**src/gb3_pkg.sv**
```systemverilog
`timescale 1ns / 1ps

package gb3_pkg;

  localparam int MAX_WIDTH  = 1024;
  localparam int MAX_HEIGHT = 1024;
  localparam int MIN_WIDTH  = 3;

  localparam int PIX_W = 8;
  localparam int COL_W = $clog2(MAX_WIDTH);
  localparam int ROW_W = $clog2(MAX_HEIGHT);
  localparam int CFG_W = 11;

  localparam logic [CFG_W-1:0] LINE_WIDTH_RESET = CFG_W'(1024);

  // floor(n / 100) == (n * DIV_RECIP) >> DIV_SHIFT for every n below 2^15
  localparam int              NUM_W     = 15;
  localparam int              PROD_W    = 2 * NUM_W;
  localparam int              DIV_SHIFT = 21;
  localparam logic [NUM_W-1:0] DIV_RECIP = NUM_W'(20972);

  typedef struct packed {
    logic [PIX_W-1:0] pixel;
    logic             frame_start;
  } in_t;

  typedef struct packed {
    logic [PIX_W-1:0] blurred;
    logic [ROW_W-1:0] out_row;
    logic [COL_W-1:0] out_col;
  } out_t;

  // Two previous window columns: [0..2] oldest (top, mid, bottom), [3..5] next.
  typedef logic [5:0][PIX_W-1:0] win_t;

  typedef struct packed {
    logic             en;
    logic [COL_W-1:0] addr;
    logic [PIX_W-1:0] upper;
    logic [PIX_W-1:0] middle;
  } ls_wr_t;

endpackage

```
**src/gb3_kernel.sv**
```systemverilog
`timescale 1ns / 1ps

module gb3_kernel (
  input  gb3_pkg::win_t               win_i,
  input  logic [gb3_pkg::PIX_W-1:0]   upper_i,
  input  logic [gb3_pkg::PIX_W-1:0]   middle_i,
  input  logic [gb3_pkg::PIX_W-1:0]   pixel_i,
  output logic [gb3_pkg::PIX_W-1:0]   blurred_o
);

  logic [9:0]                    corners;
  logic [10:0]                   others;
  logic [gb3_pkg::NUM_W-1:0]     num;
  logic [gb3_pkg::PROD_W-1:0]    prod;

  assign corners = {2'b0, win_i[0]} + {2'b0, win_i[2]} + {2'b0, upper_i} + {2'b0, pixel_i};
  assign others  = {3'b0, win_i[1]} + {3'b0, win_i[3]} + {3'b0, win_i[4]}
                 + {3'b0, win_i[5]} + {3'b0, middle_i};

  assign num = ({5'b0, corners} * gb3_pkg::NUM_W'(9))
             + ({4'b0, others} * gb3_pkg::NUM_W'(12));

  // divide by 100 through the reciprocal
  assign prod = {{gb3_pkg::NUM_W{1'b0}}, num}
              * {{gb3_pkg::NUM_W{1'b0}}, gb3_pkg::DIV_RECIP};

  assign blurred_o = prod[gb3_pkg::DIV_SHIFT +: gb3_pkg::PIX_W];

endmodule

```
**config.mk**
```make
export PLATFORM = sky130hd
export DESIGN_NAME = gb3_kernel
export DESIGN_NICKNAME = d
export VERILOG_FILES = /design/src/gb3_pkg.sv /design/src/gb3_kernel.sv
export SDC_FILE = /design/constraint.sdc
export NUM_CORES = 1
export LEC_CHECK = 0
export BUFFER_PORTS_ARGS = -buffer_cell sky130_fd_sc_hd__buf_2
export CORE_MARGIN = 2
export CORE_UTILIZATION = 33
export DETAILED_ROUTE_END_ITERATION = 8
export SLEW_MARGIN = 20
export SYNTH_ARGS = -nofsm -noshare
export SYNTH_HDL_FRONTEND = slang
export SYNTH_SLANG_ARGS = --single-unit
export TNS_END_PERCENT = 30
```
**constraint.sdc**
```tcl
create_clock -name vclk -period 22.2
set_input_delay 4.44 -clock vclk [all_inputs]
set_output_delay 4.44 -clock vclk [all_outputs]
set_load 0.01 [all_outputs]
```
### Word-level counts from Yosys, hierarchy flattened

Cells that the tools add are included.

* bits in registers: 0
* input port bits: 72

* add/subtract/negate cells: 8
* multiply operators: 3

Operators by type and width (count)
* $mul A15 B13 Y27 const B: 1
* $add A9 B8 Y10: 2
* $add A8 B8 Y9: 2
* $add A14 B15 Y15: 1
* $mul A10 B4 Y14 const B: 1
* $mul A11 B2 Y13 const B: 1
* $add A10 B8 Y11: 1
* $add A11 B8 Y11: 1
* $add A10 B8 Y10: 1

### Longest topological paths before layout

Gate-level depths: netlist (run 1).

* depth in word-level cells: 7
* depth in mapped cells: 45

### Least setup slack after synthesis (run 1)

OpenSTA, ideal clock, no wires.

* path type: in2out
* from: in win_i[9] (netlist name)
* to: out blurred_o[5] (netlist name)
* arrival time: 14.422 ns
* path slack: 3.338 ns
* cell stages on the path: 40
* buffers on the path: 0
* cells stage by stage: inv_1 -> fa_1 -> fa_1 -> fa_1 -> inv_1 -> ha_1 -> fa_1 -> a211oi_1 -> o21ai_0 -> o211ai_1 -> inv_1 -> ha_1 -> or4_4 -> o22ai_4 -> inv_1 -> maj3_1 -> a21oi_1 -> xnor2_1 -> (+4 left out) -> o31ai_4 -> xnor2_2 -> inv_1 -> ha_1 -> ha_1 -> fa_1 -> inv_1 -> fa_1 -> fa_1 -> inv_1 -> ha_1 -> o21ai_0 -> nor2_1 -> o41ai_1 -> a21boi_0 -> a31oi_1 -> o21bai_1 -> xor2_1

* word-level cells in the longest chain between the ends: 7

RTL lines
* start, declared: RTL line gb3_kernel.sv:4 `input gb3_pkg::win_t win_i,`
* $add A8 B8 Y9: RTL line gb3_kernel.sv:17 `assign others = {3'b0, win_i[1]} + {3'b0, win_i[3]} + {3'b0, win_i[4]}`
* $add A9 B8 Y10: RTL line gb3_kernel.sv:17
* $add A10 B8 Y11: RTL line gb3_kernel.sv:18 `+ {3'b0, win_i[5]} + {3'b0, middle_i};`
* $add A11 B8 Y11: RTL line gb3_kernel.sv:18
* $mul A11 B2 Y13: RTL line gb3_kernel.sv:21 `+ ({4'b0, others} * gb3_pkg::NUM_W'(12));`
* $add A14 B15 Y15: RTL line gb3_kernel.sv:21
* $mul A15 B13 Y27: RTL line gb3_kernel.sv:25 `* {{gb3_pkg::NUM_W{1'b0}}, gb3_pkg::DIV_RECIP};`
* end, declared: RTL line gb3_kernel.sv:8 `output logic [gb3_pkg::PIX_W-1:0] blurred_o`

No other way between the ends.

### Worst setup path after layout (run 1)

Ends and elaborated chain as after synthesis.

==> flow_summary.ini, run 1 <==
[logic_synthesis]
ys_top_cells_by_area = fa_1 (34%), ha_1 (29%), inv_1 (14%)
synth_area_per_cell_um2 = 9.00
synthesis.area_um2 = 6560
ys_warn_count = 0
synth_nets = 1064
synth_top_cell_by_area = fa_1
netlist_instances = 729
synth_top_area_share_pct = 34.5
ys_seq_area_share_pct = 0
ys_types = 49

[setup_path]
crit_path_top_delay_cell = or4_2
worstSetupPathType = in2out
cp.required_ns = 17.76
critPathCaptureType = output pin
critPathMaxFanout = 7
max_stage_delay_ns = 0.72
cp.arrival_ns = 15.22
worstSetupStartpointType = input port

[route]
remaining_drc_errors = 0
drt_iter0_drc = 107
avgRoutedWirePerCell_um = 11.0
wl_mm = 11.8
vias = 4670
dr.pass1.iters = 4
vias_per_cell = 4.35
ant_nets = 0

[place]
port_buffers = 80
dp_hpwl_mm = 11.3
gp_congestion = 0.800

[global_route]
grtUsageTotal_pct = 11.5
grt_pass1_vias = 4725
grt_max_degree = 12
grt.overflow.total = 0
grt_pass1_wl_mm = 20.8
antenna_found_initial = 0

[cells_and_area]
n_fill_cell = 2016
drive_gt1_share_pct = 11.2
regArea_um2 = 0
multi_input_area_um2 = 5660
n_antenna_cell = 0
nets = 1146
final_cell_mix = inv_1 (241), ha_1 (150), fa_1 (113)
area_growth_pct = 11.2
flops_and_latches = 0
final_common_cell = inv_1
nClkBuffers = 0

[sta]
fmax_ghz = 0.0509
tightest_slew_ns = 0.790
setup_viol_count_final = 0
fin_setup_tns_ns = 0
hold_slack_ns = 10.35
relSlewSlack_pct = 47.0
hold_viol_final = 0
period_minus_slack_ns = 19.66
finalCritPeriodShare_pct = 88.6
drv_slew = 0
rsz0062_at_grt = no

[run_status]
status = completed

[die]
rows = 51
coreArea_um2 = 19500
pin_count = 80
dieArea_um2 = 21000
die_h_um = 145
start_util_pct = 33.7
die_w_um = 145

[hold_path]
hp-class = in2out

[run]
drv_cap = 0

[clocking]
cts_resized = 0
post-cts-setup-buffer-count = 0
cts.hold.buffers_added = 0
-- final timing paths --
| path | startpoint | endpoint | slack [ns] | cells past startpoint |
|---|---|---|---|---|
| max | win_i[9] | blurred_o[5] | 2.54 | 42 |
| min | win_i[47] | blurred_o[7] | 10.35 | 9 |
-- cells by family (layout without fill, tap and decap cells) --
| family | count (synthesis) | count (layout) | share of synthesized area, % |
|---|---|---|---|
| fa+ha+maj | 265 | 265 | 63.4 |
| buf+inv | 241 | 321 | 13.8 |
| compound gates | 102 | 102 | 10.7 |
| simple gates | 78 | 78 | 6.18 |
| xor+xnor | 43 | 43 | 5.97 |
-- layout make-up --
class / instances / area share, %
well taps: 265 / 4.54
inverters: 241 / 12.4
repair buffers: 80 / 5.49
multi-input cells: 488 / 77.6
-- worst max-delay path: cells and delay by family --
| family | cells | cell delay [ns] |
|---|---|---|
| AO/OA/AOI/OAI | 12 | 2.47 |
| XOR/XNOR | 3 | 0.55 |
| adder cells (fa/ha/maj) | 15 | 5.79 |
| buffers and inverters | 9 | 0.73 |
| AND/OR/NAND/NOR | 3 | 1.24 |
-- through the flow --
step	std cells	setup slack, ns	utilization, %	instance area (um^2)
6_report	1074	2.54	37.5	7300
5_1_grt	1074	1.82	37.5	7300
4_1_cts	1074	2.44	37.5	7300
3_5_place_dp	1074	2.47	37.5	7300
3_3_place_gp	1074	2.54	37.5	7300
2_1_floorplan	729	3.34	-	6560
-- cell usage after synthesis, types with 4 or more instances --
| master | n |
|---|---|
| ha_1 | 150 |
| nand2_1 | 17 |
| fa_1 | 113 |
| nand4_1 | 5 |
| a21o_1 | 14 |
| o21ai_0 | 18 |
| nor2b_1 | 4 |
| xor2_1 | 14 |
| a31oi_1 | 4 |
| a211oi_1 | 5 |
| nor3_1 | 8 |
| o21a_1 | 9 |
| inv_1 | 241 |
| xnor2_1 | 27 |
| nand3_1 | 4 |
| nand2b_1 | 5 |
| a21oi_1 | 25 |
| nor2_1 | 19 |
| o21bai_1 | 8 |
-- layer usage --
layer / wire length (um) / part of all wire, % / track usage (%) / vias to the layer above
li1: - / - / - / 2446
met4: 57 / 0.48 / 0.594 / 0
met1: 5590 / 47 / 15.6 / 2172
met3: 189 / 1.6 / 0.189 / 2
met5: 0 / 0 / 0 / -
met2: 5980 / 51 / 21.5 / 50
Power of run 1 is left out: the tool's default activity adds up to more than one toggle a clock period on the data nets, which glitch-free logic cannot reach.
==> run 2: changes to the inputs <==
--- a/config.mk
+++ b/config.mk
@@ -10,4 +10,5 @@
 export CORE_UTILIZATION = 33
 export DETAILED_ROUTE_END_ITERATION = 8
+export PLACE_DENSITY_LB_ADDON = 0.08
 export SLEW_MARGIN = 20
 export SYNTH_ARGS = -nofsm -noshare
==> constraint.sdc (replaced) <==
create_clock -name vclk -period 22.2
set_input_delay 1.11 -clock vclk [all_inputs]
set_output_delay 1.11 -clock vclk [all_outputs]
set_load 0.01 [all_outputs]
==> run 2 against run 1 <==
- worst hold slack worse by 6.7 ns
- die area unchanged
- cell area unchanged
- final cell count unchanged
- worst setup slack better by 6.5 ns
- global-route usage up 1.3 points
- non-clock buffer count unchanged
- clock-buffer cell count unchanged
- first-iteration DRC count down 6.5%
- critical path depth unchanged
- core utilization unchanged
- sequential cell count unchanged
==> flow_summary.ini, run 2 (synthesis results as in run 1) <==
[run_status]
status = completed

[sta]
hold_viol_final = 0
finalCritPeriodShare_pct = 59.3
tightest_slew_ns = 0.821
rsz0062_at_grt = no
setup_viol_count_final = 0
relSlewSlack_pct = 44.9
drv_slew = 0
fin_setup_tns_ns = 0
period_minus_slack_ns = 13.17
fmax_ghz = 0.0759

[hold_path]
hold_start = win_i[47]
hp-class = in2out
worstHoldEndpoint = blurred_o[7]
worstHoldPathCells = 9

[cells_and_area]
n_antenna_cell = 0
area_growth_pct = 11.2
final_cell_mix = inv_1 (241), ha_1 (150), fa_1 (113)
nClkBuffers = 0
n_fill_cell = 2037
drive_gt1_share_pct = 11.2
final_common_cell = inv_1
nets = 1146
flops_and_latches = 0
regArea_um2 = 0

[place]
port_buffers = 80
dp_hpwl_mm = 12.5
gp_congestion = 0.769

[global_route]
grt_max_degree = 12
grt_pass1_vias = 5190
grtUsageTotal_pct = 12.8
antenna_found_initial = 0
grt.overflow.total = 0
grt_pass1_wl_mm = 23.2

[run]
drv_cap = 0

[route]
ant_nets = 0
avgRoutedWirePerCell_um = 12.2
wl_mm = 13.1
dr.pass1.iters = 4
drt_iter0_drc = 100
vias_per_cell = 4.45
remaining_drc_errors = 0
vias = 4777

[die]
coreArea_um2 = 19500
die_h_um = 145
die_w_um = 145
dieArea_um2 = 21000
start_util_pct = 33.7
rows = 51
pin_count = 80

[setup_path]
worstSetupStartpointType = input port
cp.required_ns = 21.09
max_stage_delay_ns = 0.72
crit_path_top_delay_cell = or4_2
worstSetupPathType = in2out
critPathMaxFanout = 7
critPathCaptureType = output pin
cp.arrival_ns = 12.06

[clocking]
cts_resized = 0
post-cts-setup-buffer-count = 0
cts.hold.buffers_added = 0
-- run 2: cell counts in the layout (fill, tap and decap cells not counted) --
Identical to the previous run, type by type.
-- run 2: layout make-up --
| type | count | area [um^2] | area share [%] |
|---|---|---|---|
| Multi-Input combinational cell | 488 | 5660 | 77.6 |
| Inverter | 241 | 905 | 12.4 |
| Timing Repair Buffer | 80 | 400 | 5.49 |
| Tap cell | 265 | 332 | 4.54 |
-- run 2: per-layer routing --
metal	GRT usage [%]	vias up	share of wire (%)
met5	0	-	0
met4	0.842	0	0.84
met3	0.409	8	1.8
met2	23.9	52	50
met1	17.3	2274	47
li1	-	2443	-
-- run 2: worst max-delay path by stage --
stage                  start           end  slack (ns)
detailed placement  win_i[9]  blurred_o[7]        8.96
global placement    win_i[9]  blurred_o[7]        9.11
floorplan           win_i[9]  blurred_o[5]        10.0
finish              win_i[9]  blurred_o[5]        9.03
CTS                 win_i[9]  blurred_o[7]        8.93
global route        win_i[9]  blurred_o[5]        8.28
-- run 2: metrics by stage --
stage | util (%) | instances | cell area, um^2 | hold slack [ns] | setup WS [ns]
after global placement | 37.5 | 1074 | 7300 | 3.72 | 9.11
after global routing | 37.5 | 1074 | 7300 | 3.82 | 8.28
after detailed placement | 37.5 | 1074 | 7300 | 3.72 | 8.96
after CTS | 37.5 | 1074 | 7300 | 3.73 | 8.93
after floorplan | - | 729 | 6560 | 3.33 | 10.0
final | 37.5 | 1074 | 7300 | 3.69 | 9.03
-- run 2: worst max-delay path, delay by kind of cell --
kind / cells / cell delay, ns
buffers and inverters: 9 / 0.74
adders and majority gates: 15 / 5.79
xor gates and xnor gates: 3 / 0.57
and+or+nand+nor: 3 / 1.23
AOI/OAI and AO/OA: 12 / 2.60
Power of run 2 is left out for the same reason.
==> run 3: changes to the inputs <==
Settings changed: ABC_AREA set to 1.
Clock period 22.2 ns to 10.9 ns, I/O delays scaled along.
==> run 3 against run 2 <==
- clock-buffer cell count stayed put
- core utilization up 1.3 points
- final cell count is 13% higher
- die area up 5.2%
- global-route usage up 1.4 points
==> flow_summary.ini, run 3 <==
[die]
pin_count = 80
die_w_um = 149
rows = 52
die_h_um = 149
dieArea_um2 = 22100
coreArea_um2 = 20400
start_util_pct = 33.9

[route]
ant_nets = 0
vias = 5272
drt_iter0_drc = 180
dr.pass1.iters = 4
remaining_drc_errors = 0
avgRoutedWirePerCell_um = 11.8
vias_per_cell = 4.35
wl_mm = 14.3

[place]
dp_hpwl_mm = 13.6
port_buffers = 80
gp_congestion = 0.819

[setup_path]
cp.required_ns = 10.36
worstSetupStartpointType = input port
critPathCaptureType = output pin
crit_path_top_delay_cell = fa_1
worstSetupPathType = in2out
critPathMaxFanout = 5
max_stage_delay_ns = 0.57
cp.arrival_ns = 9.77
cpMostUsedCell = fa_1

[sta]
tightest_slew_ns = 0.587
setup_viol_count_final = 0
period_minus_slack_ns = 10.31
hold_slack_ns = 2.52
fmax_ghz = 0.0970
rsz0062_at_grt = yes
fin_setup_tns_ns = 0
relSlewSlack_pct = 60.4
drv_slew = 0
finalCritPeriodShare_pct = 94.6
hold_viol_final = 0

[logic_synthesis]
synth_top_family_by_area = adder cells
ys_top_cells_by_area = fa_1 (33%), ha_1 (27%), inv_1 (16%)
synth_compound_area_share_pct = 7.57
synth-simple-area-share_pct = 11.4
synth_top_cell_by_area = fa_1
ys_types = 37
synthMuxAreaShare_pct = 0
synth_area_per_cell_um2 = 8.10
synth_nets = 1188
netlist_instances = 853
synth_adder_area_share_pct = 59.9
ys_seq_area_share_pct = 0
synth.most_common_cell = inv_1
ys_top_cells_by_count = inv_1 (290), ha_1 (150), fa_1 (113)
ys_warn_count = 0
synthesis.area_um2 = 6910
synth-xor-area-share_pct = 5.29
synth_top_area_share_pct = 32.7

[cells_and_area]
n_antenna_cell = 0
nets = 1280
drive_gt1_share_pct = 15.7
regArea_um2 = 0
n_fill_cell = 2141
flops_and_latches = 0
nClkBuffers = 0
multi_input_area_um2 = 5990
area_growth_pct = 14.4
final_common_cell = inv_1
final_cell_mix = inv_1 (290), ha_1 (140), fa_1 (112)

[run_status]
status = completed

[hold_path]
hold_start = win_i[47]
hp-class = in2out
worstHoldPathCells = 12
worstHoldEndpoint = blurred_o[7]

[global_route]
grt_max_degree = 8
grt_pass1_wl_mm = 26.0
grt.overflow.total = 0
grtUsageTotal_pct = 14.2
antenna_found_initial = 0
grt_pass1_vias = 5612

[run]
drv_cap = 0
run 3: cell count changes in the layout (fill, tap and decap cells not counted), moves of 11 or more:
cell and change:
a21o_1 -12, a21oi_1 +11, inv_1 +49, nand2_1 +73
nand3_1 +16, xnor2_1 -18, xor2_1 +11
run 3: layout make-up:
cell class / count / share of cell area (%)
inverter: 293 / 13.9
tap: 270 / 4.27
multi-input combinational: 560 / 75.8
timing repair buffer: 90 / 6.01
run 3: cells by family (layout without fill, tap and decap cells):
| kind of cell | Yosys count | after routing |
|---|---|---|
| AOI/OAI and AO/OA | 88 | 88 |
| xor gates and xnor gates | 40 | 40 |
| adders and majority gates | 263 | 263 |
| buffers and inverters | 293 | 383 |
| and+or+nand+nor | 169 | 169 |
run 3: worst max path at each step:
stage / start / end / slack (ns) / depth (start not counted)
2_1_floorplan: win_i[9] / blurred_o[2] / 0.94 / 40
3_3_place_gp: win_i[9] / blurred_o[7] / 0.22 / 48
3_5_place_dp: win_i[9] / blurred_o[7] / 0.24 / 47
4_1_cts: win_i[9] / blurred_o[7] / 0.20 / 47
5_1_grt: win_i[10] / blurred_o[7] / -0.06 / 49
6_report: win_i[9] / blurred_o[2] / 0.59 / 39
run 3: repair_timing:
action                     4_1_cts  5_1_grt
buffers inserted                 0        2
setup endpoints to repair        0        8
resized for setup                0       35
hold buffers                     0        0
run 3: routing by layer:
layer	routed length [um]	GRT usage (%)
met1	7730	22.4
met2	6140	23.1
met3	412	0.367
met4	0	0
met5	0	0
run 3: through the flow:
step / instances / utilization [%] / setup slack, ns / area [um^2]
after floorplan: 853 / - / 0.942 / 6910
after global placement: 1211 / 37.9 / 0.215 / 7710
after detailed placement: 1211 / 37.9 / 0.243 / 7710
after CTS: 1211 / 37.9 / 0.196 / 7710
after global routing: 1213 / 38.8 / -0.0573 / 7910
final: 1213 / 38.8 / 0.590 / 7910
run 3: worst max-delay path: cells and delay by family:
family                   cells  cell delay [ns]
AO/OA/AOI/OAI                8             1.43
AND/OR/NAND/NOR              5             0.42
buffers and inverters        8             0.57
XOR/XNOR                     4             0.71
adder cells (fa/ha/maj)     14             6.07
Power of run 3 is left out for the same reason.
